`src/sv/ostm_pkg.sv`:
```
`timescale 1ns / 1ps
// ----------------------------------------------------------------------------
// ostm_pkg
// Shared types and constants for the ordered software timer manager.
// ----------------------------------------------------------------------------
package ostm_pkg;

    localparam int NUM_TIMERS_DEF = 16;
    localparam int MAX_FIRES_DEF  = 63;

    localparam logic [63:0] ALL_ONES   = 64'hFFFF_FFFF_FFFF_FFFF;
    localparam logic [63:0] HALF_RANGE = 64'h7FFF_FFFF_FFFF_FFFF;

    typedef enum logic [1:0] {
        OP_INIT    = 2'd0,
        OP_START   = 2'd1,
        OP_STOP    = 2'd2,
        OP_PROCESS = 2'd3
    } op_t;

    typedef enum logic [2:0] {
        ST_IDLE,
        ST_ACT,
        ST_SCAN,
        ST_DECIDE,
        ST_FIRE,
        ST_RESP_RD,
        ST_RESP_OUT
    } state_t;

    typedef struct packed {
        logic [1:0]  op;
        logic [3:0]  timer_id;
        logic        periodic;
        logic [63:0] timeout;
        logic [63:0] now;
    } req_t;

    typedef struct packed {
        logic        kind;
        logic        status;
        logic [3:0]  fired_id;
        logic [63:0] compare_value;
        logic        compare_armed;
        logic        fire_now;
        logic        last;
    } rsp_t;

endpackage

```
`src/sv/ordered_software_timer_manager_unit.sv`:
```
`timescale 1ns / 1ps
// ----------------------------------------------------------------------------
// ordered_software_timer_manager_unit
// Timer table with ordered expiry, one-shot/periodic reload and compare output.
// ----------------------------------------------------------------------------
// Usage:
//   s_valid/s_ready/s_data carry one request (init, start, stop or process).
//   m_valid/m_ready/m_data return the responses: zero or more expiration
//   events in firing order, then one status response flagged with last.
//   Every response carries the compare value, armed flag and fire_now flag
//   that hold once the whole request has been applied.
//   cfg_we/cfg_wdata write tickless_mode (reset value 1); write it only idle.
// Timing:
//   One request is in flight at a time; s_ready is high only when idle.
//   A request takes an action step, then one table scan over all NUM_TIMERS
//   slots through the single shared compare unit, then a decide step.
//   A process request repeats scan, decide and fire once per timer fired.
//   Each response then passes a read step and an output step, the latter
//   held while the receiver holds m_ready low; a stall simply holds the
//   response register and the sequencer.
//   Reset clears the timer flags, stamp counter and compare state at once;
//   no clearing pass is needed.
// ----------------------------------------------------------------------------
module ordered_software_timer_manager_unit
    import ostm_pkg::*;
#(
    parameter int NUM_TIMERS = NUM_TIMERS_DEF,
    parameter int MAX_FIRES  = MAX_FIRES_DEF
) (
    input  logic aclk,
    input  logic aresetn,
    input  logic s_valid,
    output logic s_ready,
    input  req_t s_data,
    output logic m_valid,
    input  logic m_ready,
    output rsp_t m_data,
    input  logic cfg_we,
    input  logic cfg_wdata
);

    localparam int TIDX_W = (NUM_TIMERS > 1) ? $clog2(NUM_TIMERS) : 1;
    localparam int FID_AW = (MAX_FIRES > 1) ? $clog2(MAX_FIRES) : 1;
    localparam int CNT_W  = $clog2(MAX_FIRES + 1);
    localparam int FID_D  = 2 ** FID_AW;

    state_t state_reg, state_next;
    req_t   req_reg;
    logic   tickless_reg;

    // Per-timer flags (reset) and payload tables (no reset)
    logic [NUM_TIMERS-1:0] init_reg, active_reg, isper_reg;
    logic [63:0] period_mem [NUM_TIMERS];
    logic [63:0] expiry_mem [NUM_TIMERS];
    logic [31:0] stamp_mem  [NUM_TIMERS];
    logic [31:0] ctr_reg;

    // Fired-id buffer, replayed once compare state is final
    logic [3:0] fid_mem [FID_D];
    logic [3:0] fid_rd_reg;

    logic [TIDX_W-1:0] scan_idx_reg, best_idx_reg, rd_idx;
    logic        best_found_reg;
    logic [63:0] best_exp_reg;
    logic [31:0] best_age_reg;
    logic [CNT_W-1:0] nfired_reg, emit_cnt_reg;
    logic        status_reg;
    logic [63:0] compare_reg;
    logic        armed_reg, fire_now_reg;

    // Request decode
    logic [8:0]        id_ext;
    logic              id_ok;
    logic [TIDX_W-1:0] id_idx;
    logic [63:0]       rd_period, rd_expiry, start_when, reload_when;
    logic [31:0]       rd_age;
    logic              better, due, fire_go, scan_last;

    assign id_ext = {5'd0, req_reg.timer_id};
    assign id_ok  = id_ext < 9'(NUM_TIMERS);
    assign id_idx = id_ext[TIDX_W-1:0];

    // Single read port onto the tables: scan slot, fired head or addressed timer
    always_comb begin
        unique case (state_reg)
            ST_SCAN: rd_idx = scan_idx_reg;
            ST_FIRE: rd_idx = best_idx_reg;
            default: rd_idx = id_idx;
        endcase
    end

    assign rd_period = period_mem[rd_idx];
    assign rd_expiry = expiry_mem[rd_idx];
    assign rd_age    = ctr_reg - stamp_mem[rd_idx];

    // Shared ordering compare: earlier expiry, or same expiry and older entry
    assign better = active_reg[rd_idx] &&
                    (!best_found_reg || (rd_expiry < best_exp_reg) ||
                     ((rd_expiry == best_exp_reg) && (rd_age > best_age_reg)));

    assign start_when  = (tickless_reg && (rd_period >= HALF_RANGE)) ? ALL_ONES
                                                                     : req_reg.now + rd_period;
    assign reload_when = best_exp_reg + rd_period;
    assign scan_last   = scan_idx_reg == TIDX_W'(NUM_TIMERS - 1);
    assign due         = best_found_reg && (req_reg.now >= best_exp_reg);
    assign fire_go     = (op_t'(req_reg.op) == OP_PROCESS) && due &&
                         (nfired_reg < CNT_W'(MAX_FIRES));

    // Sequencer
    always_ff @(posedge aclk) begin
        if (!aresetn) begin
            state_reg <= ST_IDLE;
        end else begin
            state_reg <= state_next;
        end
    end

    always_comb begin
        state_next = state_reg;
        unique case (state_reg)
            ST_IDLE:     if (s_valid) state_next = ST_ACT;
            ST_ACT:      state_next = ST_SCAN;
            ST_SCAN:     if (scan_last) state_next = ST_DECIDE;
            ST_DECIDE:   state_next = fire_go ? ST_FIRE : ST_RESP_RD;
            ST_FIRE:     state_next = ST_SCAN;
            ST_RESP_RD:  state_next = ST_RESP_OUT;
            ST_RESP_OUT: begin
                if (m_ready) begin
                    state_next = (emit_cnt_reg == nfired_reg) ? ST_IDLE : ST_RESP_RD;
                end
            end
            default:     state_next = ST_IDLE;
        endcase
    end

    assign s_ready = state_reg == ST_IDLE;
    assign m_valid = state_reg == ST_RESP_OUT;

    always_comb begin
        m_data               = '0;
        m_data.kind          = emit_cnt_reg != nfired_reg;
        m_data.status        = m_data.kind ? 1'b0 : status_reg;
        m_data.fired_id      = m_data.kind ? fid_rd_reg : 4'd0;
        m_data.compare_value = compare_reg;
        m_data.compare_armed = armed_reg;
        m_data.fire_now      = fire_now_reg;
        m_data.last          = !m_data.kind;
    end

    // Control state
    always_ff @(posedge aclk) begin
        if (!aresetn) begin
            tickless_reg <= 1'b1;
            init_reg     <= '0;
            active_reg   <= '0;
            isper_reg    <= '0;
            ctr_reg      <= '0;
            compare_reg  <= '0;
            armed_reg    <= 1'b0;
            fire_now_reg <= 1'b0;
            nfired_reg   <= '0;
            emit_cnt_reg <= '0;
            status_reg   <= 1'b0;
        end else begin
            if (cfg_we) begin
                tickless_reg <= cfg_wdata;
            end
            unique case (state_reg)
                ST_IDLE: begin
                    nfired_reg   <= '0;
                    emit_cnt_reg <= '0;
                    status_reg   <= 1'b0;
                end
                ST_ACT: begin
                    unique case (op_t'(req_reg.op))
                        OP_INIT: begin
                            if (!id_ok || req_reg.timeout == 64'd0) begin
                                status_reg <= 1'b1;
                            end else begin
                                active_reg[id_idx] <= 1'b0;
                                init_reg[id_idx]   <= 1'b1;
                                isper_reg[id_idx]  <= req_reg.periodic;
                            end
                        end
                        OP_START: begin
                            if (!id_ok || !init_reg[id_idx]) begin
                                status_reg <= 1'b1;
                            end else begin
                                active_reg[id_idx] <= 1'b1;
                                ctr_reg            <= ctr_reg + 32'd1;
                            end
                        end
                        OP_STOP: begin
                            if (!id_ok) begin
                                status_reg <= 1'b1;
                            end else begin
                                active_reg[id_idx] <= 1'b0;
                            end
                        end
                        OP_PROCESS: ;
                        default: ;
                    endcase
                end
                ST_DECIDE: begin
                    if (!fire_go) begin
                        // Final head: publish compare state
                        if (tickless_reg && best_found_reg) begin
                            compare_reg  <= best_exp_reg;
                            armed_reg    <= 1'b1;
                            fire_now_reg <= due;
                        end else begin
                            armed_reg    <= 1'b0;
                            fire_now_reg <= 1'b0;
                        end
                    end
                end
                ST_FIRE: begin
                    // Drop the head, re-arm it if periodic
                    active_reg[best_idx_reg] <= isper_reg[best_idx_reg];
                    if (isper_reg[best_idx_reg]) begin
                        ctr_reg <= ctr_reg + 32'd1;
                    end
                    nfired_reg <= nfired_reg + CNT_W'(1);
                end
                ST_RESP_OUT: begin
                    if (m_ready && emit_cnt_reg != nfired_reg) begin
                        emit_cnt_reg <= emit_cnt_reg + CNT_W'(1);
                    end
                end
                default: ;
            endcase
        end
    end

    // Payload: request latch, scan tracker and timer tables
    always_ff @(posedge aclk) begin
        if (s_valid && s_ready) begin
            req_reg <= s_data;
        end
        unique case (state_reg)
            ST_ACT: begin
                scan_idx_reg   <= '0;
                best_found_reg <= 1'b0;
                if (op_t'(req_reg.op) == OP_INIT && id_ok && req_reg.timeout != 64'd0) begin
                    period_mem[id_idx] <= req_reg.timeout;
                end
                if (op_t'(req_reg.op) == OP_START && id_ok && init_reg[id_idx]) begin
                    expiry_mem[id_idx] <= start_when;
                    stamp_mem[id_idx]  <= ctr_reg;
                end
            end
            ST_SCAN: begin
                scan_idx_reg <= scan_idx_reg + TIDX_W'(1);
                if (better) begin
                    best_found_reg <= 1'b1;
                    best_idx_reg   <= rd_idx;
                    best_exp_reg   <= rd_expiry;
                    best_age_reg   <= rd_age;
                end
            end
            ST_FIRE: begin
                scan_idx_reg   <= '0;
                best_found_reg <= 1'b0;
                fid_mem[nfired_reg[FID_AW-1:0]] <= 4'(best_idx_reg);
                if (isper_reg[best_idx_reg]) begin
                    expiry_mem[best_idx_reg] <= reload_when;
                    stamp_mem[best_idx_reg]  <= ctr_reg;
                end
            end
            default: ;
        endcase
    end

    always_ff @(posedge aclk) begin
        fid_rd_reg <= fid_mem[emit_cnt_reg[FID_AW-1:0]];
    end

    // Checks
    a_idle_no_resp: assert property (@(posedge aclk) disable iff (!aresetn)
        s_ready |-> !m_valid) else $error("response while idle");
    a_fire_cap: assert property (@(posedge aclk) disable iff (!aresetn)
        nfired_reg <= CNT_W'(MAX_FIRES)) else $error("firing cap exceeded");
    a_fire_has_head: assert property (@(posedge aclk) disable iff (!aresetn)
        state_reg == ST_FIRE |-> best_found_reg) else $error("fire without head");
    a_last_to_idle: assert property (@(posedge aclk) disable iff (!aresetn)
        m_valid && m_ready && m_data.last |=> s_ready) else $error("no return to idle");

endmodule
```
`config.mk`:
```
export PLATFORM = sky130hd
export DESIGN_NAME = ordered_software_timer_manager_unit
export DESIGN_NICKNAME = d
export VERILOG_FILES = /design/src/sv/ostm_pkg.sv /design/src/sv/ordered_software_timer_manager_unit.sv
export SDC_FILE = /design/constraint.sdc
export NUM_CORES = 2
export LEC_CHECK = 0
export ABC_AREA = 1
export BUFFER_PORTS_ARGS = -buffer_cell sky130_fd_sc_hd__buf_2
export CELL_PAD_IN_SITES_DETAIL_PLACEMENT = 0
export CELL_PAD_IN_SITES_GLOBAL_PLACEMENT = 2
export CORE_MARGIN = 2
export CORE_UTILIZATION = 39
export CTS_CLUSTER_DIAMETER = 100
export DETAILED_ROUTE_END_ITERATION = 8
export PLACE_DENSITY = 0.76
export SETUP_SLACK_MARGIN = 0.2
export SLEW_MARGIN = 20
export SYNTH_ARGS = -nofsm -noshare
export SYNTH_HDL_FRONTEND = slang
export SYNTH_SLANG_ARGS = --single-unit
```
`constraint.sdc`:
```
create_clock -name aclk -period 10.69 [get_ports aclk]
set_input_delay 2.138 -clock aclk [delete_from_list [all_inputs] [get_ports aclk]]
set_output_delay 2.138 -clock aclk [all_outputs]
set_load 0.01 [all_outputs]
```
==> metrics.yaml <==
route:
  wl_met2_mm: 230
  drcViolationCount: 0
  drt_iter0_drc: 10522
  routed_wl_mm: 485
  via_per_inst: 5.67
  highest_layer: "met5"
  wire_per_inst_um: 27.7
  detail-route-antenna-nets: 0
  wl_met3_mm: 29.4
  wl_met1_mm: 203
  drt_first_pass_iters: 6
  vias: 99367
critical_path:
  crit_required_ns: 11.24
  endpoint: "best_exp_reg[54]"
  r2r_cells: 35
  end_kind: "register"
  r2r_setup_slack_ns: 2.06
  worstSetupPathType: "register to register"
  worstPathArrival_ns: 9.18
  path_common_cell: "nand2_1"
  reg2reg_from: "state_reg[2]"
  critPathLaunchType: "register"
  path_max_fanout: 64
  setup.worst_path.start: "state_reg[2]"
  critPathMaxStageDelay_ns: 0.56
  slowest_stage: "dfxtp_1"
  r2r-end: "best_exp_reg[54]"
synth:
  synth_cell_type_count: 60
  synth_edf_count: 3056
  syn_area_mm2: 0.141
  async_reset_ff_share_pct: 0
  ys_seq_area_share_pct: 67.6
  yosys.area.top_type: "edfxtp_1"
  ys_warn_count: 0
  ys.flop_type: "edfxtp_1"
  syn_avg_cell_area_um2: 11.4
  synth_nets: 12833
  syn_inst: 12368
  synthTopCellsByArea: "edfxtp_1 (65%), nand2_1 (5.3%), nand3_1 (4.7%)"
  synth_top_area_share_pct: 65.2
  ys_ff_latch: 3223
global_routing:
  grt_max_degree: 168
  grt_usage_pct: 25.9
  grt_pass1_wl_mm: 689
  grt_pass1_vias: 95835
  antenna_found_initial: 40
  overflow: 0
finish:
  fillers: 33066
  drive_above_1_share_pct: 7.97
  top_regs: "expiry_mem: 1024 flops, period_mem: 1024 flops, stamp_mem: 512 flops"
  multi_input_area_mm2: 0.0408
  regArea_mm2: 0.0951
  mostFrequentLayoutCells: "edfxtp_1 (3,056), nand2_1 (1,997), nor2_1 (1,605), nand3_1 (1,316), o21ai_0 (814)"
  syn_to_final_growth_pct: 12.5
  nNetsFinal: 12910
  mostFrequentLayoutCell: "edfxtp_1"
floorplan:
  start_util_pct: 39.2
  die_h_um: 605
  core_region_area_mm2: 0.359
  die_w_um: 605
  die_area_mm2: 0.366
  ios: 216
  rows: 220
clocking:
  cts_tree: "yes"
  clock-sinks: 3223
  clk_latency_ns: 0.95
  cts_resized: 0
  cts_buffers: 347
  cts_root_buf: "clkbuf_16"
  hold_buffers: 0
  post_cts_buffers: 0
  clockBufferDepth: 4
  htreeDepth: 5
  cts.clk_slew.worst_paths_ns: 0.07
timing:
  hold_violations: 0
  rsz0062_at_grt: "no"
  finalCritPeriodShare_pct: 80.7
  skew_ns: 0.0558
  worstMarginPinSlew_ns: 1.19
  setup_viol: 0
  final_max_slew_viol_count: 0
  layout_min_cycle_time_ns: 8.63
  hold_ws_ns: 0.455
  fmax_mhz: 116
  fin_tns_setup_ns: 0
  slew_headroom_pct: 19.7
power_and_ir_drop:
  ir_worst_vdd_uv: 183
  power.leakage_nw: 54.8
  power_density_mw_per_mm2: 281
placement:
  routabilityCongestion: 0.964
  detailed_place_hpwl_mm: 291
  portBuffers: 215
worst_hold_path:
  hold_path.class: "register to register"
job:
  drv_cap: 0
status:
  status: "complete, no violations"
[critical path, delay by kind of cell (launching register included)]
family | cells | cell delay (ns)
xor gates and xnor gates | 1 | 0.19
adders and majority gates | 3 | 1.01
DFF | 1 | 0.56
AOI/OAI and AO/OA | 11 | 2.14
buffers and inverters | 3 | 0.84
and+or+nand+nor | 17 | 3.33
[Yosys cell counts, types with 14 or more instances]
cell      instances
nand3_1        1318
o32ai_1         152
o221ai_1         72
a21o_1           14
o22ai_1          83
o21ai_0         817
a32o_1           29
nand2_1        2001
xnor2_1          62
nor3_1           57
o211ai_1        100
buf_1            59
a31oi_1          64
o21a_1           34
nor2_1         1639
nor4_1           36
o221a_2          15
buf_4            25
buf_2           210
dfxtp_1         167
a211oi_1         15
mux2i_1          15
ha_1            321
clkbuf_1        385
a32oi_1          31
inv_1           606
xor2_1           98
a21oi_1         586
or2_2            14
nand4_1         119
o311ai_0         74
edfxtp_1       3056
[power breakdown]
part	total [mW]	switching (mW)	internal [mW]
Combinational	16.4	12.4	4.04
Sequential	16.3	0.314	16.0
Clock	11.8	5.07	6.69
Total	44.6	17.8	26.8
[cell families (layout without fill, tap and decap cells)]
logic type,after synthesis,count (layout),share of synthesized area (%)
mux,15,15,0.107
fa+ha+maj,324,324,2.90
buf+inv,1304,1662,3.77
compound gates,2135,2135,9.20
other cells,0,23,0
simple gates,5207,5207,15.5
flops,3223,3223,67.6
xor+xnor,160,160,0.995
[cell type report]
class,count,share of cell area (%)
multi-input combinational,7841,25.7
inverter,618,1.48
clock buffer,423,5.73
tap,4773,3.77
clock inverter,207,1.23
sequential,3223,60.1
timing repair buffer,414,1.97
antenna,23,0.0363
[per-layer routing]
layer / global-route usage, % / vias to the layer above
met5: 0 / -
met1: 34.4 / 50107
met3: 3.14 / 753
met4: 10.9 / 10
met2: 42.8 / 3620
li1: - / 44877
[worst min path at each step]
stage | from | endpoint | slack [ns] | cells after the start
after global routing | init_reg[1] | init_reg[1] | 0.47 | 2
after floorplan | register | register | 0.42 | 2
after CTS | init_reg[1] | init_reg[1] | 0.46 | 2
after global placement | isper_reg[15] | isper_reg[15] | 0.44 | 2
after detailed placement | isper_reg[1] | isper_reg[1] | 0.45 | 2
final | isper_reg[1] | isper_reg[1] | 0.45 | 2
[stage by stage]
step / std cells / utilization (%) / setup slack (ns) / area (µm²) / power, mW
finish: 17522 / 44.1 / 2.06 / 158000 / 44.6
global route: 17514 / 44.1 / 1.30 / 158000 / 46.5
CTS: 17498 / 44.1 / 2.03 / 158000 / 44.7
detailed placement: 16868 / 41.0 / 2.11 / 147000 / 32.9
global placement: 16866 / 41.0 / 2.00 / 147000 / 32.8
floorplan: 12368 / - / 1.22 / 141000 / 25.9
(Power assumes the default switching activity.)
